**config.mk**
```make
export PLATFORM = sky130hd
export DESIGN_NAME = packet_header_filter
export DESIGN_NICKNAME = d
export VERILOG_FILES = /design/src/hdl/phf_pkg.sv /design/src/hdl/phf_front.sv /design/src/hdl/phf_queue.sv /design/src/hdl/phf_back.sv /design/src/hdl/packet_header_filter.sv
export SDC_FILE = /design/constraint.sdc
export NUM_CORES = 1
export LEC_CHECK = 0
export BUFFER_PORTS_ARGS = -buffer_cell sky130_fd_sc_hd__buf_2
export CAP_MARGIN = 10
export CORE_MARGIN = 2
export CORE_UTILIZATION = 40
export CTS_BUF_LIST = sky130_fd_sc_hd__clkbuf_8 sky130_fd_sc_hd__clkbuf_16
export DETAILED_ROUTE_END_ITERATION = 8
export PLACE_DENSITY = 0.68
export SYNTH_ARGS = -nofsm -noshare
export SYNTH_HDL_FRONTEND = slang
export SYNTH_HIERARCHICAL = 1
export SYNTH_SLANG_ARGS = --single-unit
```
**constraint.sdc**
```tcl
create_clock -name clk -period 3.5 [get_ports clk]
set_input_delay 0.525 -clock clk [delete_from_list [all_inputs] [get_ports clk]]
set_output_delay 0.525 -clock clk [all_outputs]
set_load 0.02 [all_outputs]
```
**src/hdl/phf_pkg.sv**
```systemverilog
package phf_pkg;

  localparam logic [12:0] HDR_BYTES = 13'd8;
  localparam logic [3:0]  TYPE_A    = 4'h4;
  localparam logic [3:0]  TYPE_B    = 4'h6;

  // header byte positions
  localparam logic [12:0] POS_DEST = 13'd2;
  localparam logic [12:0] POS_TYPE = 13'd4;
  localparam logic [12:0] POS_LENH = 13'd6;
  localparam logic [12:0] POS_LENL = 13'd7;

  typedef enum logic [1:0] {
    ST_OK    = 2'd0,
    ST_SMALL = 2'd1,
    ST_LEN   = 2'd2,
    ST_TYPE  = 2'd3
  } status_t;

  // one queued action: a payload result, a status result, or both
  typedef struct packed {
    logic        has_pay;
    logic        has_stat;
    logic [7:0]  pay_byte;
    logic        pay_end;
    logic [31:0] meta;
    status_t     status;
  } qent_t;

  function automatic logic [31:0] pack_meta(input logic [11:0] plen, input logic [3:0] typ,
                                            input logic [7:0] dst, input logic [7:0] src);
    return {src, dst, typ, plen};
  endfunction

endpackage

```
**src/hdl/phf_front.sv**
```systemverilog
module phf_front
  import phf_pkg::*;
(
  input  logic        clk,
  input  logic        rst_n,
  input  logic        in_tvalid,
  output logic        in_tready,
  input  logic [7:0]  byte_value,
  input  logic [12:0] packet_bytes,
  input  logic        end_of_packet,
  input  logic        q_full,
  output logic        q_push,
  output qent_t       q_wdata
);

  typedef enum logic [1:0] {
    PH_IDLE, PH_HEADER, PH_PAYLOAD, PH_DISCARD
  } phase_t;

  phase_t      phase_r, phase_nxt;
  logic [12:0] idx_r, idx_nxt;
  logic [12:0] size_r, size_nxt;
  logic [7:0]  src_r, src_nxt;
  logic [7:0]  dst_r, dst_nxt;
  logic [3:0]  typ_r, typ_nxt;
  logic [7:0]  lenh_r, lenh_nxt;
  logic [11:0] plen_r, plen_nxt;
  status_t     drop_r, drop_nxt;
  logic [11:0] plen_w;
  logic        last;
  logic        acc;

  assign in_tready = !q_full;
  assign acc       = in_tvalid && in_tready;
  assign plen_w    = {lenh_r[3:0], byte_value};

  always_comb begin
    phase_nxt = phase_r;
    idx_nxt   = idx_r;
    size_nxt  = size_r;
    src_nxt   = src_r;
    dst_nxt   = dst_r;
    typ_nxt   = typ_r;
    lenh_nxt  = lenh_r;
    plen_nxt  = plen_r;
    drop_nxt  = drop_r;
    last      = 1'b0;
    q_wdata   = '0;

    unique case (phase_r)
      PH_IDLE: begin
        size_nxt = packet_bytes;
        idx_nxt  = '0;
        src_nxt  = '0;
        dst_nxt  = '0;
        typ_nxt  = '0;
        lenh_nxt = '0;
        plen_nxt = '0;
        if (packet_bytes < HDR_BYTES) begin
          drop_nxt  = ST_SMALL;
          phase_nxt = PH_DISCARD;
        end else begin
          drop_nxt  = ST_OK;
          src_nxt   = byte_value;
          phase_nxt = PH_HEADER;
        end
      end
      PH_HEADER: begin
        idx_nxt = idx_r + 13'd1;
        unique case (idx_nxt)
          POS_DEST: dst_nxt  = byte_value;
          POS_TYPE: typ_nxt  = byte_value[3:0];
          POS_LENH: lenh_nxt = byte_value;
          POS_LENL: begin
            plen_nxt = plen_w;
            if ({1'b0, plen_w} + HDR_BYTES > size_r) begin
              drop_nxt  = ST_LEN;
              phase_nxt = PH_DISCARD;
            end else if (typ_r != TYPE_A && typ_r != TYPE_B) begin
              drop_nxt  = ST_TYPE;
              phase_nxt = PH_DISCARD;
            end else begin
              drop_nxt  = ST_OK;
              phase_nxt = (plen_w != 12'd0) ? PH_PAYLOAD : PH_DISCARD;
            end
          end
          default: ;
        endcase
      end
      PH_PAYLOAD: begin
        idx_nxt          = idx_r + 13'd1;
        last             = (idx_nxt == {1'b0, plen_r} + HDR_BYTES - 13'd1);
        q_wdata.has_pay  = 1'b1;
        q_wdata.pay_byte = byte_value;
        q_wdata.pay_end  = last || end_of_packet;
        if (last) phase_nxt = PH_DISCARD;
      end
      PH_DISCARD: ;
      default: ;
    endcase

    if (end_of_packet) begin
      // packet closed before the header finished
      if (phase_nxt == PH_HEADER) drop_nxt = ST_SMALL;
      q_wdata.has_stat = 1'b1;
      q_wdata.status   = drop_nxt;
      phase_nxt        = PH_IDLE;
    end

    q_wdata.meta = (q_wdata.has_stat && drop_nxt == ST_SMALL) ? 32'd0 :
                   pack_meta(plen_nxt, typ_nxt, dst_nxt, src_nxt);
  end

  assign q_push = acc && (q_wdata.has_pay || q_wdata.has_stat);

  always_ff @(posedge clk) begin
    if (!rst_n) begin
      phase_r <= PH_IDLE;
      idx_r   <= '0;
      size_r  <= '0;
      src_r   <= '0;
      dst_r   <= '0;
      typ_r   <= '0;
      lenh_r  <= '0;
      plen_r  <= '0;
      drop_r  <= ST_OK;
    end else if (acc) begin
      phase_r <= phase_nxt;
      idx_r   <= idx_nxt;
      size_r  <= size_nxt;
      src_r   <= src_nxt;
      dst_r   <= dst_nxt;
      typ_r   <= typ_nxt;
      lenh_r  <= lenh_nxt;
      plen_r  <= plen_nxt;
      drop_r  <= drop_nxt;
    end
  end

endmodule

```
**src/hdl/phf_queue.sv**
```systemverilog
module phf_queue
  import phf_pkg::*;
#(
  parameter int DEPTH = 4
) (
  input  logic  clk,
  input  logic  rst_n,
  input  logic  push,
  input  qent_t wdata,
  input  logic  pop,
  output qent_t head,
  output logic  empty,
  output logic  full
);

  localparam int PW = (DEPTH > 1) ? $clog2(DEPTH) : 1;
  localparam int CW = $clog2(DEPTH + 1);
  localparam logic [PW-1:0] LAST_PTR = PW'(DEPTH - 1);
  localparam logic [CW-1:0] FULL_CNT = CW'(DEPTH);

  qent_t         mem [DEPTH];
  logic [PW-1:0] wr_ptr_r, rd_ptr_r;
  logic [CW-1:0] cnt_r;
  logic          do_push, do_pop;

  assign empty   = (cnt_r == '0);
  assign full    = (cnt_r == FULL_CNT);
  assign do_push = push && !full;
  assign do_pop  = pop && !empty;
  assign head    = mem[rd_ptr_r];

  always_ff @(posedge clk) begin
    if (do_push) mem[wr_ptr_r] <= wdata;
  end

  always_ff @(posedge clk) begin
    if (!rst_n) begin
      wr_ptr_r <= '0;
      rd_ptr_r <= '0;
      cnt_r    <= '0;
    end else begin
      if (do_push) wr_ptr_r <= (wr_ptr_r == LAST_PTR) ? '0 : wr_ptr_r + PW'(1);
      if (do_pop)  rd_ptr_r <= (rd_ptr_r == LAST_PTR) ? '0 : rd_ptr_r + PW'(1);
      if (do_push && !do_pop)      cnt_r <= cnt_r + CW'(1);
      else if (do_pop && !do_push) cnt_r <= cnt_r - CW'(1);
    end
  end

endmodule

```
**src/hdl/phf_back.sv**
```systemverilog
module phf_back
  import phf_pkg::*;
(
  input  logic        clk,
  input  logic        rst_n,
  input  qent_t       head,
  input  logic        q_empty,
  output logic        q_pop,
  output logic        out_tvalid,
  input  logic        out_tready,
  output logic        kind,
  output logic [7:0]  payload_byte,
  output logic        payload_end,
  output logic [31:0] meta_word,
  output status_t     status
);

  logic        valid_r, valid_nxt;
  logic        paydone_r, paydone_nxt;
  logic        kind_r, kind_nxt;
  logic [7:0]  byte_r, byte_nxt;
  logic        end_r, end_nxt;
  logic [31:0] meta_r, meta_nxt;
  status_t     stat_r, stat_nxt;
  logic        load;

  assign load = !q_empty && (!valid_r || out_tready);

  always_comb begin
    valid_nxt   = valid_r;
    paydone_nxt = paydone_r;
    kind_nxt    = kind_r;
    byte_nxt    = byte_r;
    end_nxt     = end_r;
    meta_nxt    = meta_r;
    stat_nxt    = stat_r;
    q_pop       = 1'b0;
    if (valid_r && out_tready) valid_nxt = 1'b0;
    if (load) begin
      valid_nxt = 1'b1;
      meta_nxt  = head.meta;
      if (head.has_pay && !paydone_r) begin
        kind_nxt = 1'b0;
        byte_nxt = head.pay_byte;
        end_nxt  = head.pay_end;
        stat_nxt = ST_OK;
        // hold the entry when its status still has to follow
        if (head.has_stat) paydone_nxt = 1'b1;
        else q_pop = 1'b1;
      end else begin
        kind_nxt    = 1'b1;
        byte_nxt    = 8'd0;
        end_nxt     = 1'b0;
        stat_nxt    = head.status;
        paydone_nxt = 1'b0;
        q_pop       = 1'b1;
      end
    end
  end

  always_ff @(posedge clk) begin
    if (!rst_n) begin
      valid_r   <= 1'b0;
      paydone_r <= 1'b0;
    end else begin
      valid_r   <= valid_nxt;
      paydone_r <= paydone_nxt;
    end
  end

  always_ff @(posedge clk) begin
    kind_r <= kind_nxt;
    byte_r <= byte_nxt;
    end_r  <= end_nxt;
    meta_r <= meta_nxt;
    stat_r <= stat_nxt;
  end

  assign out_tvalid   = valid_r;
  assign kind         = kind_r;
  assign payload_byte = byte_r;
  assign payload_end  = end_r;
  assign meta_word    = meta_r;
  assign status       = stat_r;

endmodule

```
**src/hdl/packet_header_filter.sv**
```systemverilog
// Packet header filter.
// Input stream: one packet byte per transfer. in_tlast marks the last byte
// of a packet; the total packet size rides in in_tdata and is sampled on
// the first byte only.
// Output stream: forwarded payload bytes (out_tuser = 0, out_tlast on the
// last forwarded byte) and one status result per packet (out_tuser = 1),
// issued on the byte that carries in_tlast, after that byte's payload
// result if it has one. Every result carries the packed header word,
// except the status of a packet that is too short, which carries zero.
// Throughput: one input byte per cycle while the queue has room. A byte that
// yields both a payload and a status result needs two output transfers; a
// QDEPTH-entry queue between the parser and the output stage absorbs that.
// A byte is written into the queue, then loaded into the output register,
// raising out_tvalid, if the queue was empty and that register free or taken.
// A receiver stall holds the output register; the parser keeps taking bytes
// until the queue fills, then drops in_tready.
// Reset (rst_n low, synchronous) empties the queue, clears the output valid
// and returns the parser to waiting for a packet's first byte.
module packet_header_filter
  import phf_pkg::*;
#(
  parameter int QDEPTH = 4
) (
  input  logic        clk,
  input  logic        rst_n,
  input  logic        in_tvalid,
  output logic        in_tready,
  input  logic [23:0] in_tdata,   // byte_value[7:0], packet_bytes[20:8], zero pad
  input  logic        in_tlast,
  output logic        out_tvalid,
  input  logic        out_tready,
  output logic [47:0] out_tdata,  // payload_byte[7:0], meta_word[39:8], status[41:40], pad
  output logic [0:0]  out_tuser,  // kind[0]
  output logic        out_tlast
);

  qent_t       q_wdata, q_head;
  logic        q_push, q_pop, q_empty, q_full;
  logic        kind;
  logic [7:0]  payload_byte;
  logic [31:0] meta_word;
  status_t     status;

  phf_front u_front (
    .clk           (clk),
    .rst_n         (rst_n),
    .in_tvalid     (in_tvalid),
    .in_tready     (in_tready),
    .byte_value    (in_tdata[7:0]),
    .packet_bytes  (in_tdata[20:8]),
    .end_of_packet (in_tlast),
    .q_full        (q_full),
    .q_push        (q_push),
    .q_wdata       (q_wdata)
  );

  phf_queue #(.DEPTH(QDEPTH)) u_queue (
    .clk   (clk),
    .rst_n (rst_n),
    .push  (q_push),
    .wdata (q_wdata),
    .pop   (q_pop),
    .head  (q_head),
    .empty (q_empty),
    .full  (q_full)
  );

  phf_back u_back (
    .clk          (clk),
    .rst_n        (rst_n),
    .head         (q_head),
    .q_empty      (q_empty),
    .q_pop        (q_pop),
    .out_tvalid   (out_tvalid),
    .out_tready   (out_tready),
    .kind         (kind),
    .payload_byte (payload_byte),
    .payload_end  (out_tlast),
    .meta_word    (meta_word),
    .status       (status)
  );

  assign out_tdata = {6'd0, status, meta_word, payload_byte};
  assign out_tuser = kind;

endmodule

```
### Yosys cells after proc, flatten, opt, wreduce, memory -nomap -nowiden

Memory sizes are Yosys's and may differ from the RTL's. A register that Yosys moved wholly into a read port is not among the register bits.
Index checks and enable logic that the tools add are counted.

* bits in registers: 119
* bits in latches: 0
* RAM bits: 180
* ROM bits: 0
* bits of input ports: 29
* word-level logic and storage cells: 125
* memories: 1

Memory list
* u_queue.mem: depth 4, bits a word 45, read ports 1, clocked after Yosys merged registers in 1, wr ports 1, RTL line phf_queue.sv:21 `qent_t mem [DEPTH];`

* add/sub/neg operators: 8
* $mul: 0
* divide/modulo/power cells: 0
* order comparisons: 2
* eq/ne operators: 16
* shift operators: 0
* muxes and demuxes: 47
* bitwise gates (word level): 0
* reduce and logical (&&, ||, !) cells: 32

Operators by type and width (count)
* 13-bit by 3-bit == test with 1-bit output, second input constant: 3
* 2-bit two-way mux: 16
* 32-bit two-way mux: 1
* 12-bit by 4-bit adder with 13-bit output, second input constant: 2
* 13-bit one-hot mux with 2 select lines: 1
* 8-bit two-way mux: 3
* 12-bit one-hot mux with 2 select lines: 1
* 4-bit one-hot mux with 2 select lines: 2
* 8-bit one-hot mux with 2 select lines: 1
* 1-bit two-way mux: 14
* 13-bit by 1-bit adder with 13-bit output, second input constant: 1
* 13-bit == test: 1
* 13-bit by 2-bit == test with 1-bit output, second input constant: 1
* 13-bit > comparator: 1
* 13-bit by 4-bit < comparator with 1-bit output, second input constant: 1
* 13-bit by 1-bit subtractor with 13-bit output, second input constant: 1
* 12-bit two-way mux: 1
* 12-bit nonzero test: 1
* 1-bit logical AND: 11
* 9-bit two-way mux: 1
* 4-bit two-way mux: 2
* 4-bit by 3-bit inequality test with 1-bit output, second input constant: 2
* 2-bit nonzero test: 4
* 2-bit by 1-bit == test with 1-bit output, second input constant: 3
* 16 further kinds: 30

### Longest topological paths before layout

* depth after elaboration: 12
* mapped depth: 15

### Hierarchy

Netlist, hierarchy kept.

By module, submodules not included
* phf_queue: times used 1, cells an instance 286, area an instance 7034.2 um^2, seq. area each 5585.4 um^2
* phf_front: times used 1, cells an instance 660, area an instance 4782.1 um^2, seq. area each 1321.3 um^2
* phf_back: times used 1, cells an instance 67, area an instance 1537.7 um^2, seq. area each 1361.3 um^2
* packet_header_filter: times used 1, cells an instance 7, area an instance 48.8 um^2, seq. area each 0.0 um^2

### Worst setup path before layout

Ideal clock, no wire load.

* kind: input to register
* start point: in in_tdata[7]
* end point: mem u_queue/mem[0][26] (netlist name) (data pin)
* library setup time: 0.270 ns
* arrival: 3.331 ns
* required time: 3.230 ns
* path slack: -0.101 ns
* stages: 14
* buffers on the path: 2
* cell sequence: clkbuf_1 and3_1 and3_1 nand3_1 xnor2_1 ha_1 nand4_1 a2111o_1 a41oi_1 nand4b_1 nand4b_1 a31oi_1 buf_2 a21oi_1

RTL lines
* from (decl): RTL line packet_header_filter.sv:28 `input logic [23:0] in_tdata,`
* to (decl): RTL line phf_queue.sv:21

==> results by group <==
Status
  • Status: completed

Clocking
  • Clock Path Buffers: 3
  • Clock sink count: 301
  • Depth of the CTS H-tree: 1
  • Postcts setup bufs: 0
  • Clock latency on the worst-skew pair: 550 ps
  • CTS Buf Count: 30
  • Clk pin slew, worst setup/hold paths: 60 ps
  • Clk root buf: clkbuf_16
  • CTS tree: done

Setup path
  • Worst Path Arrival: 3630 ps
  • CP max FO: 32
  • Startpoint Class: flip-flop
  • Crit Path Category: reg -> reg
  • Crit path required time: 3770 ps
  • Worst setup EP type: flip-flop

Floorplanning
  • Initial Utilization: 40.3%
  • Die Y: 187 microns
  • I/O pin count: 81
  • Core area: 0.0333 sq mm
  • Die Wd: 187 microns
  • FP Rows: 67
  • Die area: 0.0350 sq mm

Flow run
  • Max Cap Viol: 0

STA
  • Least-Margin Pin Slew: 879 ps
  • F_max: 0.298 GHz
  • Relative slew slack: 41.4%
  • Layout Skew: 12.4 ps
  • Fin crit period: 3360 ps
  • Setup Viol. Count Final: 0
  • Fin crit share: 96.0%
  • Hold slack: 214 ps
  • Final hold vios: 0
  • RSZ-0062 raised after global routing: yes
  • Slew Viols, Final: 0

Global route
  • Total GRT Usage: 16.0%
  • First-pass GRT wire length: 44.6 mm
  • Vias in the first global route: 8198
  • Residual overflow from global routing: 0
  • Largest net degree at the start of global routing: 66
  • Initial antenna violation count: 2

Layout
  • Post-Layout Cell Count: 1584
  • Area growth syn-to-layout: 14.9%
  • Final Util: 46.3%
  • Nets: 1171
  • Proportion of layout cells with a drive suffix above 1: 22.6%
  • ANT cells: 0

Power
  • P per Cell Area: 655 mW/mm^2
  • Worst vdd ir: 0.367 mV
  • Combinational power share: 23.5%
  • Internal power: 0.00714 W
  • Clk pwr share: 30.8%
  • Sequential share of power: 45.7%
  • Leakage: 5.35 nW
  • Sw frac: 29.2%
  • NetSw: 0.00294 W

Worst hold path
  • Worst Hold Class: in -> reg

Drt
  • Met3 WL: 1.75 mm
  • DR vias/cell: 5.25
  • M1 WL: 12.3 mm
  • # DRC: 0
  • Max layer used: met5
  • Post-DRT Antenna Nets: 0
  • DRT iter0 DRCs: 775
  • Met2 WL: 13.7 mm
  • Via Count: 8321
  • TritonRoute pass-1 iters: 5
  • Routed WL per cell: 17.9 microns
  • Final WL: 28.4 mm

Logic synthesis
  • Most frequent cells after synthesis: edfxtp_1 (224), nand2_1 (100), dfxtp_1 (77)
  • Synthesized netlist cell count: 1020
  • Most numerous cell in the Yosys netlist: edfxtp_1
  • Async SR Flop Fraction: 0%
  • Top cell type by total area after synthesis: edfxtp_1
  • Top FF cell, synth: edfxtp_1
  • Synth top area cells: edfxtp_1 (50%), dfxtp_1 (12%), mux4_2 (6.7%)
  • Syn_area_per_cell: 13.1 sq um
  • Ys Warns: 6
  • Yosys top cell area share: 50.2%
  • Post-synth EDFFs: 224
  • Netlist cell types: 78
  • Syn Std Cell Area: 0.0134 sq mm
  • Post-synthesis register bit count: 301
  • Seq/Total Area, Yosys: 61.7%

Placed design
  • Cell count after placement: 1528
  • Final HPWL DP: 17.9 mm
  • Placer's final routability congestion estimate: 0.851
  • I/O Buffers: 71
cell families (layout without fill, tap and decap cells):
kind of cell,after synthesis,count (layout),share of synthesized area (%)
other,1,6,0.0280
adders and majority gates,30,30,2.86
xor gates and xnor gates,43,43,2.91
DFF,301,301,61.7
muxes,54,54,8.42
AOI/OAI and AO/OA,148,148,6.86
and+or+nand+nor,339,339,13.2
buffers and inverters,104,215,4.08
layout by cell type, fill, tap and decap left out, types with 29 or more instances in the layout:
master and n:
a22oi_1 30, clkbuf_16 32, nand2_1 100, inv_1 42, a21oi_1 64, buf_2 71
buf_4 48, nor2_1 63, edfxtp_1 224, ha_1 29, mux4_2 40, dfxtp_1 75
nand3_1 62, xnor2_1 33
through the flow:
stage	setup TNS, ps	instance area, sq um	setup WS, ps	power [W]
floorplan	0	13400	71.2	0.00645
global placement	-24510	14400	-203	0.00707
detailed placement	-36920	14400	-308	0.00710
CTS	0	15400	20.5	0.0102
global route	-4720	15400	-87.4	0.0105
finish	0	15400	141	0.0101
final timing paths:
path	slack [ps]	depth (start not counted)	end	startpoint
max reg2reg	140	14	u_queue/mem[0][4]	u_front/lenh_r[0]
min reg2reg	450	2	u_front/size_r[3]	u_front/size_r[3]
max	140	14	u_queue/mem[0][4]	u_front/lenh_r[0]
min	210	3	u_front/size_r[0]	in_tdata[8]
sequential cells by signal, summed over array words and instances (netlist names), 3 cells and up, named ones only:
signal               flops
u_front/size_r          13
u_back/meta_word        32
u_queue/mem            180
u_queue/cnt_r            3
u_front/lenh_r           4
u_front/idx_r           13
u_front/dst_r            8
u_front/src_r            8
u_front/typ_r            4
u_back/payload_byte      8
u_front/plen_r          12
worst max-delay path, stage by stage (launching register included):
cell and delay [ps]:
dfxtp_1 320, and3_1 170, and3_1 190, nand3_1 100
xnor2_1 150, ha_1 300, nand4_1 140, a2111o_1 380
a41oi_2 250, buf_4 170, nand4b_1 130, nand4b_1 140
a31oi_2 260, buf_12 250, a21oi_1 120
power by group through the flow:
stage	Clock [W]	Sequential (W)	Combinational (W)
2_1_floorplan	0	0.00506	0.00140
3_3_place_gp	0	0.00468	0.00238
3_5_place_dp	0	0.00469	0.00241
4_1_cts	0.00317	0.00462	0.00241
5_1_grt	0.00331	0.00466	0.00258
6_report	0.00310	0.00461	0.00237
cell type report:
type,count,area [sq um]
multi-input combinational,620,4650
fill,2955,17900
clock inverter,22,146
tap,448,561
sequential,301,8270
inverter,35,131
timing repair buffer,124,816
clock buffer,34,828
repair_timing:
action | 4_1_cts | 5_1_grt
endpoints found under the setup margin | 0 | 128
endpoints found under the hold margin | 0 | 0
resized for setup | 0 | 8
hold buffers | 0 | 0
layer usage:
layer	track usage, %	vias to the layer above
met4	4.73	4
met2	27.0	259
met5	0	-
li1	-	3952
met1	21.2	4060
met3	2.85	46
No activity file was read; power rests on OpenSTA's default activity.
